## config.mk

```make
export PLATFORM = sky130hd
export DESIGN_NAME = compressed_block_header_deframer_top
export DESIGN_NICKNAME = d
export VERILOG_FILES = /design/src/hdl/cbhd_pkg.sv /design/src/hdl/compressed_block_header_deframer_top.sv /design/src/hdl/cbhd_front.sv /design/src/hdl/cbhd_fifo.sv /design/src/hdl/cbhd_back.sv
export SDC_FILE = /design/constraint.sdc
export NUM_CORES = 1
export LEC_CHECK = 0
export CORE_MARGIN = 5
export CORE_UTILIZATION = 27
export DETAILED_ROUTE_END_ITERATION = 6
export DONT_BUFFER_PORTS = 1
export SYNTH_ARGS = -nofsm -noshare
export SYNTH_HDL_FRONTEND = slang
export SYNTH_SLANG_ARGS = --single-unit
```

## constraint.sdc

```tcl
create_clock -name clk -period 3.16 [get_ports clk]
set_input_delay 0.948 -clock clk [delete_from_list [all_inputs] [get_ports clk]]
set_output_delay 0.948 -clock clk [all_outputs]
set_load 0.02 [all_outputs]
```

## src/hdl/cbhd_pkg.sv

```systemverilog
// Shared types and constants for the compressed block header deframer.
`default_nettype none

package cbhd_pkg;

  // Checksum seed and flag-bit position of the final-block marker
  localparam logic [7:0] CHK_SEED   = 8'h5A;
  localparam int         FINAL_BIT  = 6;

  // Register index of the passthrough control bit
  localparam logic       REG_PASSTHROUGH = 1'b0;

  // Kind field codes
  localparam logic KIND_DATA = 1'b0;
  localparam logic KIND_EOS  = 1'b1;

  // Request class assigned by the front end
  typedef enum logic [1:0] {
    OP_PARSE_BYTE = 2'd0,
    OP_PASS_BYTE  = 2'd1,
    OP_PARSE_EOS  = 2'd2,
    OP_PASS_EOS   = 2'd3
  } op_t;

  // Header parse phase
  typedef enum logic [1:0] {
    PH_FLAGS   = 2'd0,
    PH_CHECK   = 2'd1,
    PH_SIZE    = 2'd2,
    PH_PAYLOAD = 2'd3
  } phase_t;

  typedef enum logic [2:0] {
    ROLE_NONE     = 3'd0,
    ROLE_FLAGS    = 3'd1,
    ROLE_CHECKSUM = 3'd2,
    ROLE_SIZE     = 3'd3,
    ROLE_PAYLOAD  = 3'd4,
    ROLE_PASS     = 3'd5
  } role_t;

  typedef enum logic [2:0] {
    ST_OK         = 3'd0,
    ST_BAD_COUNT  = 3'd1,
    ST_CHECKSUM   = 3'd2,
    ST_AFTER_END  = 3'd3,
    ST_TRUNCATED  = 3'd4,
    ST_NO_FINAL   = 3'd5,
    ST_REJECTED   = 3'd6
  } status_t;

  // Classified request queued between front and back
  typedef struct packed {
    op_t        op;
    logic [7:0] data;
    logic       bad_count;   // size count code of 3
    logic [1:0] size_count;  // number of size bytes minus one
    logic       final_flag;  // flag 0x40 in this byte
  } cmd_t;

  // One result
  typedef struct packed {
    logic [7:0] out_byte;
    role_t      role;
    logic       block_end;
    logic       is_final_block;
    status_t    status;
    logic       stream_ok;
  } res_t;

endpackage

`default_nettype wire

```

## src/hdl/compressed_block_header_deframer_top.sv

```systemverilog
// Top level of the compressed block header deframer: stream ports, register port, queue.
//
//  Channel   Dir  Handshake                  Contents
//  s_*       in   s_tvalid / s_tready        stream byte or end-of-stream request
//  m_*       out  m_tvalid / m_tready        tagged byte and status per request
//  APB       in   psel & penable & pwrite    passthrough register at address 0
//
// One request per cycle sustained while m_tready is held high; each result passes through
// a queue entry, then the back-end output register.
// Reset clears the parse state and the passthrough bit; no clearing pass.
// The two-entry queue decouples input from output: input is taken while a result
// waits, and stalls only once both queue entries are full.
`default_nettype none

module compressed_block_header_deframer_top
  import cbhd_pkg::*;
(
  input  wire logic        clk,
  input  wire logic        rst,
  // input stream
  input  wire logic        s_tvalid,
  output logic             s_tready,
  input  wire logic [7:0]  s_tdata,   // [7:0] data_byte
  input  wire logic [0:0]  s_tuser,   // [0] kind
  // output stream
  output logic             m_tvalid,
  input  wire logic        m_tready,
  output logic [15:0] m_tdata,   // [7:0] out_byte, [8] is_final_block, [11:9] status,
                                 // [12] stream_ok, [15:13] zero
  output logic [2:0]       m_tuser,   // [2:0] role
  output logic             m_tlast,   // block_end
  // register port
  input  wire logic        psel,
  input  wire logic        penable,
  input  wire logic        pwrite,
  input  wire logic [2:0]  paddr,
  input  wire logic [31:0] pwdata,
  output logic [31:0]      prdata,
  output logic             pready
);

  logic passthrough;
  cmd_t front_cmd;
  cmd_t head;
  logic fifo_full;
  logic fifo_empty;
  logic pop;
  logic push;
  res_t res;

  // Register port
  assign pready = 1'b1;

  always_ff @(posedge clk) begin
    if (rst) begin
      passthrough <= 1'b0;
    end else if (psel && penable && pwrite && pready && (paddr[2] == REG_PASSTHROUGH)) begin
      passthrough <= pwdata[0];
    end
  end

  always_comb begin
    prdata = 32'd0;
    if (paddr[2] == REG_PASSTHROUGH) prdata = {31'd0, passthrough};
  end

  // Front end and queue
  assign s_tready = !fifo_full;
  assign push     = s_tvalid && s_tready;

  cbhd_front u_front (
    .kind        (s_tuser[0]),
    .data_byte   (s_tdata),
    .passthrough (passthrough),
    .cmd         (front_cmd)
  );

  cbhd_fifo u_fifo (
    .clk      (clk),
    .rst      (rst),
    .push     (push),
    .push_cmd (front_cmd),
    .full     (fifo_full),
    .pop      (pop),
    .head     (head),
    .empty    (fifo_empty)
  );

  // Back end
  cbhd_back u_back (
    .clk       (clk),
    .rst       (rst),
    .cmd       (head),
    .cmd_valid (!fifo_empty),
    .cmd_pop   (pop),
    .res       (res),
    .res_valid (m_tvalid),
    .res_ready (m_tready)
  );

  assign m_tdata = {3'd0, res.stream_ok, res.status, res.is_final_block, res.out_byte};
  assign m_tuser = res.role;
  assign m_tlast = res.block_end;

endmodule

`default_nettype wire

```

## src/hdl/cbhd_front.sv

```systemverilog
// Front end: classifies incoming requests by kind and mode, pre-decodes flag fields.
`default_nettype none

module cbhd_front
  import cbhd_pkg::*;
(
  input  wire logic       kind,
  input  wire logic [7:0] data_byte,
  input  wire logic       passthrough,
  output cmd_t            cmd
);

  always_comb begin
    cmd = '0;
    cmd.data       = data_byte;
    cmd.size_count = data_byte[4:3];
    cmd.bad_count  = (data_byte[4:3] == 2'd3);
    cmd.final_flag = data_byte[FINAL_BIT];
    unique case ({kind, passthrough})
      {KIND_DATA, 1'b0}: cmd.op = OP_PARSE_BYTE;
      {KIND_DATA, 1'b1}: cmd.op = OP_PASS_BYTE;
      {KIND_EOS,  1'b0}: cmd.op = OP_PARSE_EOS;
      default:           cmd.op = OP_PASS_EOS;
    endcase
  end

endmodule

`default_nettype wire

```

## src/hdl/cbhd_fifo.sv

```systemverilog
// Two-entry request queue between the front end and the back end.
`default_nettype none

module cbhd_fifo
  import cbhd_pkg::*;
(
  input  wire logic clk,
  input  wire logic rst,
  input  wire logic push,
  input  cmd_t      push_cmd,
  output logic      full,
  input  wire logic pop,
  output cmd_t      head,
  output logic      empty
);

  cmd_t       mem [2];
  logic       wr_ptr;
  logic       rd_ptr;
  logic [1:0] count;

  assign full  = (count == 2'd2);
  assign empty = (count == 2'd0);
  assign head  = mem[rd_ptr];

  // Pointers and fill count
  always_ff @(posedge clk) begin
    if (rst) begin
      wr_ptr <= 1'b0;
      rd_ptr <= 1'b0;
      count  <= 2'd0;
    end else begin
      if (push) wr_ptr <= ~wr_ptr;
      if (pop)  rd_ptr <= ~rd_ptr;
      unique case ({push, pop})
        2'b10:   count <= count + 2'd1;
        2'b01:   count <= count - 2'd1;
        default: count <= count;
      endcase
    end
  end

  // Storage
  always_ff @(posedge clk) begin
    if (push) mem[wr_ptr] <= push_cmd;
  end

endmodule

`default_nettype wire

```

## src/hdl/cbhd_back.sv

```systemverilog
// Back end: header parse state, checksum check, payload count and output register.
`default_nettype none

module cbhd_back
  import cbhd_pkg::*;
(
  input  wire logic clk,
  input  wire logic rst,
  input  cmd_t      cmd,
  input  wire logic cmd_valid,
  output logic      cmd_pop,
  output res_t      res,
  output logic      res_valid,
  input  wire logic res_ready
);

  // Parse state
  phase_t      phase, phase_next;
  logic        final_hold, final_hold_next;
  logic [7:0]  saved_check, saved_check_next;
  logic [1:0]  size_left, size_left_next;
  logic [1:0]  size_shift, size_shift_next;
  logic [23:0] size_accum, size_accum_next;
  logic [7:0]  xor_accum, xor_accum_next;
  logic [23:0] payload_left, payload_left_next;
  logic        finished, finished_next;
  logic        aborted, aborted_next;
  res_t        res_next;

  logic [23:0] size_part;
  logic [23:0] size_new;
  logic [7:0]  xor_new;
  logic [1:0]  left_new;

  assign cmd_pop = cmd_valid && (!res_valid || res_ready);

  // Size byte placement, little-endian
  always_comb begin
    unique case (size_shift)
      2'd0:    size_part = {16'd0, cmd.data};
      2'd1:    size_part = {8'd0, cmd.data, 8'd0};
      2'd2:    size_part = {cmd.data, 16'd0};
      default: size_part = 24'd0;
    endcase
  end

  assign size_new = size_accum | size_part;
  assign xor_new  = xor_accum ^ cmd.data;
  assign left_new = size_left - 2'd1;

  // Next state and result
  always_comb begin
    phase_next        = phase;
    final_hold_next   = final_hold;
    saved_check_next  = saved_check;
    size_left_next    = size_left;
    size_shift_next   = size_shift;
    size_accum_next   = size_accum;
    xor_accum_next    = xor_accum;
    payload_left_next = payload_left;
    finished_next     = finished;
    aborted_next      = aborted;
    res_next          = '0;
    res_next.role     = ROLE_NONE;
    res_next.status   = ST_OK;

    if (aborted) begin
      res_next.status = ST_REJECTED;
    end else begin
      unique case (cmd.op)
        OP_PASS_EOS: begin
          finished_next      = 1'b1;
          res_next.stream_ok = 1'b1;
        end
        OP_PARSE_EOS: begin
          if (phase != PH_FLAGS) begin
            aborted_next    = 1'b1;
            res_next.status = ST_TRUNCATED;
          end else if (!finished) begin
            aborted_next    = 1'b1;
            res_next.status = ST_NO_FINAL;
          end else begin
            res_next.stream_ok = 1'b1;
          end
        end
        OP_PASS_BYTE: begin
          if (finished) begin
            aborted_next    = 1'b1;
            res_next.status = ST_AFTER_END;
          end else begin
            res_next.out_byte = cmd.data;
            res_next.role     = ROLE_PASS;
          end
        end
        default: begin
          if (finished) begin
            aborted_next    = 1'b1;
            res_next.status = ST_AFTER_END;
          end else begin
            unique case (phase)
              PH_FLAGS: begin
                if (cmd.bad_count) begin
                  aborted_next    = 1'b1;
                  res_next.status = ST_BAD_COUNT;
                end else begin
                  final_hold_next         = cmd.final_flag;
                  xor_accum_next          = CHK_SEED ^ cmd.data;
                  size_left_next          = cmd.size_count + 2'd1;
                  phase_next              = PH_CHECK;
                  res_next.out_byte       = cmd.data;
                  res_next.role           = ROLE_FLAGS;
                  res_next.is_final_block = cmd.final_flag;
                end
              end
              PH_CHECK: begin
                saved_check_next        = cmd.data;
                size_shift_next         = 2'd0;
                size_accum_next         = 24'd0;
                phase_next              = PH_SIZE;
                res_next.out_byte       = cmd.data;
                res_next.role           = ROLE_CHECKSUM;
                res_next.is_final_block = final_hold;
              end
              PH_SIZE: begin
                size_accum_next = size_new;
                xor_accum_next  = xor_new;
                size_shift_next = size_shift + 2'd1;
                size_left_next  = left_new;
                if (left_new != 2'd0) begin
                  res_next.out_byte       = cmd.data;
                  res_next.role           = ROLE_SIZE;
                  res_next.is_final_block = final_hold;
                end else if (xor_new != saved_check) begin
                  aborted_next    = 1'b1;
                  res_next.status = ST_CHECKSUM;
                end else begin
                  res_next.out_byte       = cmd.data;
                  res_next.role           = ROLE_SIZE;
                  res_next.is_final_block = final_hold;
                  if (size_new == 24'd0) begin
                    // empty block ends on its last size byte
                    res_next.block_end = 1'b1;
                    phase_next         = PH_FLAGS;
                    if (final_hold) finished_next = 1'b1;
                  end else begin
                    payload_left_next = size_new;
                    phase_next        = PH_PAYLOAD;
                  end
                end
              end
              default: begin
                payload_left_next       = payload_left - 24'd1;
                res_next.out_byte       = cmd.data;
                res_next.role           = ROLE_PAYLOAD;
                res_next.is_final_block = final_hold;
                if (payload_left == 24'd1) begin
                  res_next.block_end = 1'b1;
                  phase_next         = PH_FLAGS;
                  if (final_hold) finished_next = 1'b1;
                end
              end
            endcase
          end
        end
      endcase
    end
  end

  // State registers, updated once per popped request
  always_ff @(posedge clk) begin
    if (rst) begin
      phase        <= PH_FLAGS;
      final_hold   <= 1'b0;
      saved_check  <= 8'd0;
      size_left    <= 2'd0;
      size_shift   <= 2'd0;
      size_accum   <= 24'd0;
      xor_accum    <= 8'd0;
      payload_left <= 24'd0;
      finished     <= 1'b0;
      aborted      <= 1'b0;
    end else if (cmd_pop) begin
      phase        <= phase_next;
      final_hold   <= final_hold_next;
      saved_check  <= saved_check_next;
      size_left    <= size_left_next;
      size_shift   <= size_shift_next;
      size_accum   <= size_accum_next;
      xor_accum    <= xor_accum_next;
      payload_left <= payload_left_next;
      finished     <= finished_next;
      aborted      <= aborted_next;
    end
  end

  // Output register
  always_ff @(posedge clk) begin
    if (rst) begin
      res_valid <= 1'b0;
    end else if (cmd_pop) begin
      res_valid <= 1'b1;
    end else if (res_ready) begin
      res_valid <= 1'b0;
    end
  end

  always_ff @(posedge clk) begin
    if (cmd_pop) res <= res_next;
  end

endmodule

`default_nettype wire
```

* After elaboration in Yosys (flattened, before gate mapping)
Memory sizes are Yosys's and may differ from the RTL's. A register that Yosys moved wholly into a read port is not among the register bits. Index checks and enable logic that the tools add are counted.
Cells by class: add/sub/neg operators 6, reduce and logical (&&, ||, !) cells 33, multiplexer cells 69, bitwise gates (word level) 12, equal/unequal tests 19
Operators with widths (number):
- one-hot mux 24 bit (2 select lines) | 2
- two-way mux 24 bit | 3
- one-hot mux 24 bit (3 select lines) | 1
- two-way mux 11 bit | 3
- one-hot mux 11 bit (3 select lines) | 1
- two-way mux 1 bit | 28
- two-way mux 13 bit | 2
- == test 24 x 1 -> 1 bit, second input constant | 1
- zero test 24 bit | 1
- bitwise OR 24 bit | 1
- subtractor 24 x 1 -> 24 bit, second input constant | 1
- one-hot mux 11 bit (2 select lines) | 1
- two-way mux 2 bit | 9
- == test 2 bit, second input constant | 8
- one-hot mux 8 bit (2 select lines) | 1
- AND reduction 8 bit | 2
- one-hot mux 1 bit (2 select lines) | 6
- one-hot mux 2 bit (2 select lines) | 3
- one-hot mux 2 bit (3 select lines) | 2
- AND reduction 6 bit | 2
- nonzero test 2 bit | 6
- == test 2 x 1 -> 1 bit, second input constant | 5
- AND reduction 5 bit | 2
- two-way mux 3 bit | 3
- other kinds (20) | 45
Storage, ports and cells: word-level logic and storage cells 161, output and inout bits 55, RAM bits 28, flip-flop bits (word level) 96, memories kept 1, bits of input ports 51
Memory list:
- u_fifo.mem | words 2, width 14, rd ports 1, clocked after memory_dff 1, write ports 1, line cbhd_fifo.sv:17 | cmd_t mem [2];

* Depth between registers and ports, before layout
depth after elaboration 10, gate-level depth with buffers 13, mapped depth without buffers 9

* Cells and area by module
From an unflattened synthesis, not the netlist that was laid out.
Second synthesis, totals: cell total of the unflattened synthesis 738, area total of the unflattened synthesis 6811.5 um2
By module, submodules not included:
- cbhd_back | cells an instance 613, seq. area each 1991.9 um2, area each 5161.2 um2, times used 1
- cbhd_fifo | cells an instance 65, seq. area each 940.9 um2, area each 1208.7 um2, times used 1
- compressed_block_header_deframer_top | cells an instance 46, seq. area each 20.0 um2, area each 345.3 um2, times used 1
- cbhd_front | cells an instance 14, seq. area each 0.0 um2, area each 96.3 um2, times used 1

* Least setup slack after synthesis
Ideal clock, no wire load.
path kind register -> register, from register (tool-made name), to register u_back.payload_left[19], path slack -8 ps, library setup time 128 ps, buffers on the path 5, arrival time 3039 ps, data required time 3032 ps, cell stages (with the launch flop) 14, period minus slack after synthesis 3168 ps, cells stage by stage dfxtp_1 buf_6 buf_12 mux2i_1 ha_1 clkbuf_1 or3b_2 nor4b_2 nand2_1 a2111oi_2 or2_1 buf_6 buf_12 o22ai_2
RTL lines:
- to (signal assigned) | line cbhd_back.sv:190 | payload_left <= payload_left_next;
- to (decl) | line cbhd_back.sv:25 | logic [23:0] payload_left, payload_left_next;

==> impl_results.md <==
- Status: finished, final reports clean
- Cell total after placement: between 900 and 1000
- CP endpoint kind: flop
- Synthesized flop and latch total: 119
- Power Dens Cells: approximately 750 nW/µm²
- Die extent in y: ~160 µm
- Cell variety after synth: 65
- Leak: 2.62 nW
- Worst path arrival time: between 3 and 4 ns
- Final Instance Area: ~7200 µm²
- Hold depth: 2
- Initial Util: between 20 and 30%
- DRT antenna net count: 0
- Final setup violation count: 0
- CP required: 3.52 ns
- Vias in the first global route: ~4700
- Hold_sp: u_back.size_accum[17]$_SDFFE_PP0P_
- Total grt overflow: 0
- 1st-pass router iterations: 5
- Worst-path fanout max: 4
- Ys async rst share: 0%
- N_diodes: 0
- HPWL Detailed: roughly 11000 µm
- Reg clk slew, reported paths: 0.06 ns
- Vias: about 4900
- Core area: between 20000 and 25000 µm²
- Slew margin rel.: roughly 59%
- R2R setup slack: approximately 0.17 ns
- Largest net degree at the start of global routing: 48
- Commonest non-fill, non-tap cells in the layout: nor2_1 (91), dfxtp_1 (80), a21oi_1 (79)
- Slew @ Worst Pin: just over 0.6 ns
- Wire length per cell: between 10 and 15 µm
- Final wirelength: about 15000 µm
- Mapped Area: ~6300 µm²
- Maximum root-to-sink buffer count: 2
- DIE WIDTH: ~160 µm
- Commonest non-fill, non-tap cell in the layout: nor2_1
- Nets: a little under 800
- Ratio of cells with drive above 1 in the final layout: between 10% and 20%
- Worst reg2reg endpoint: u_back.payload_left[17]$_SDFFE_PP0P_
- Share of the yosys chip area belonging to registers: between 40% and 50%
- Post-CTS Hold Fix Bufs: 0
- # DRC: 0
- Peak supply drop: around 0.27 mV
- Setup Skew: around 0.0086 ns
- Synthesized area per cell: ~9.1 µm²
- Top Ports: roughly 110
- Max Cap Viol: 0
- Die area: 26400 µm²
- Final Max Tran Viols: 0
- Initial antenna violation count: 0
- First-pass GRT wire length: 24700 µm
- TritonCTS Buffers: 17
- Critical Path Source Type: flop
- Synth Instances: 690
- Non-filler cells, final: slightly above 1000
- Clock Sinks: 119
- Final core utilization: approximately a third
- Placed cell area: between 6000 and 7000 µm²
- R2R depth: 10
- CTS tree: built
- Root Buffer: clkbuf_16
- CTS H-tree depth: 4
- 1st-iter DRT viols: 350
- Routability cong.: about 0.83
- Worst hold path class: reg -> reg
- Clk Latency, worst-skew pair: between 0.4 and 0.5 ns
- Vias/cell: between 4 and 5
- Final hold viol count: 0
- Worst setup path class: reg -> reg
- IO buf count: 0
- EDFF count, synth: 39
- Hold WS: 0.450 ns
- Synth-to-layout area growth: 14.4%
- Ys Warns: 0
- Power Total: about 5.4 mW
- Minimum clock period: ~3 ns
- GR Util All Layers: between 10% and 20%
- Period utilisation layout: a little over nine tenths
- Primary FF master, synth: dfxtp_1
- Core Rows: 55
- Fmax: approximately 0.33 GHz
- Hold path endpoint: u_back.size_accum[17]$_SDFFE_PP0P_
-- per-layer routing --
metal	up-vias	wire length, µm	track usage [%]
met3	29	950	3.06
met1	2350	7070	15.4
met4	0	420	5.87
met2	153	6910	17.9
li1	2403	-	-
met5	-	0	0
-- synth_stat cells (all sizes together) (3+ instances only) --
library cell | count | area (µm²)
o22ai | 19 | 181
xor2 | 4 | 35.0
nand2b | 5 | 31.3
a211oi | 5 | 50.1
mux2 | 9 | 120
or4 | 6 | 45.0
and2b | 4 | 30.0
dfxtp | 80 | 1600
a31oi | 5 | 31.3
xnor2 | 24 | 210
o31ai | 10 | 75.1
inv | 17 | 63.8
nor3 | 16 | 80.1
nor2b | 9 | 56.3
nor4 | 12 | 111
o21bai | 3 | 22.5
nor2 | 91 | 342
nand3 | 18 | 90.1
clkbuf | 31 | 116
o21ai | 22 | 114
a21o | 3 | 22.5
and2 | 5 | 31.3
and3 | 4 | 25.0
a2111oi | 3 | 33.8
or2 | 3 | 18.8
edfxtp | 39 | 1170
nand2 | 49 | 184
or3 | 9 | 56.3
a21oi | 81 | 409
nand4 | 7 | 43.8
ha | 16 | 200
buf | 44 | 355
mux2i | 12 | 120
o41ai | 4 | 35.0
-- worst max path at each step --
stage | from | to | slack [ns] | cells past startpoint
after floorplan | flop | u_back.payload_left[19]$_SDFFE_PP0P_ | 0.06 | 13
after global placement | flop | u_back.res[14]$_SDFFCE_PP0P_ | 0.1 | 11
after detailed placement | flop | u_back.payload_left[23]$_SDFFE_PP0P_ | 0.04 | 9
after CTS | flop | u_back.payload_left[23]$_SDFFE_PP0P_ | 0.01 | 9
after global routing | flop | u_back.payload_left[17]$_SDFFE_PP0P_ | -0.03 | 10
final | flop | u_back.payload_left[17]$_SDFFE_PP0P_ | 0.17 | 10
-- flip-flops by register name, indices dropped and copies added, names as in the netlist, 2 cells and up, named ones only --
| name | count |
|---|---|
| u_back.payload_left | 24 |
| u_back.phase | 2 |
| u_back.res | 17 |
| u_back.saved_check | 8 |
| u_back.size_accum | 24 |
| u_back.size_left | 2 |
| u_back.size_shift | 2 |
| u_back.xor_accum | 8 |
| u_fifo.count | 2 |
| u_fifo.mem | 22 |
-- repair_timing --
item | 4_1_cts | 5_1_grt
setup endpoints to repair | 0 | 30
buffers inserted | 0 | 5
endpoints found under the hold margin | 0 | 0
resized for setup | 0 | 11
-- through the flow --
stage                     worst slack (ns)  setup TNS (ns)
after floorplan                     0.0551               0
after global placement              0.0992               0
after detailed placement            0.0364               0
after CTS                           0.0121               0
after global routing               -0.0307         -0.0373
final                                0.166               0
-- power by group --
part	internal (mW)	switching, mW	leakage [nW]
logic	0.613	0.938	1.35
registers	1.88	0.261	1.02
clock network	1.00	0.728	0.247
total	3.49	1.93	2.62
-- final cells by class --
cell class              instances  area, µm²
clock buffers                  18        429
clock inverters                14        104
fillers                      2348      15600
inverters                      18       67.6
multi-input cells             511       3140
flip-flops and latches        119       2770
well taps                     313        392
repair buffers                 35        283
-- critical path: stages, from the launching register on --
cell     delay (ns)
dfxtp_1        0.43
mux2i_2        0.28
ha_1           0.20
or3b_2         0.53
nor4b_4        0.28
buf_4          0.18
nand2_2        0.08
or3_4          0.43
o31ai_1        0.25
a22oi_1        0.13
a21oi_1        0.15
-- cell families after synthesis --
logic type | Yosys count | synth area share, %
mux | 21 | 3.82
buf+inv | 93 | 8.58
other cells | 2 | 0.120
simple gates | 243 | 19.0
compound gates | 168 | 17.2
xor+xnor | 28 | 3.90
flops | 119 | 44.1
fa+ha+maj | 16 | 3.19
(Power assumes the default switching activity.)
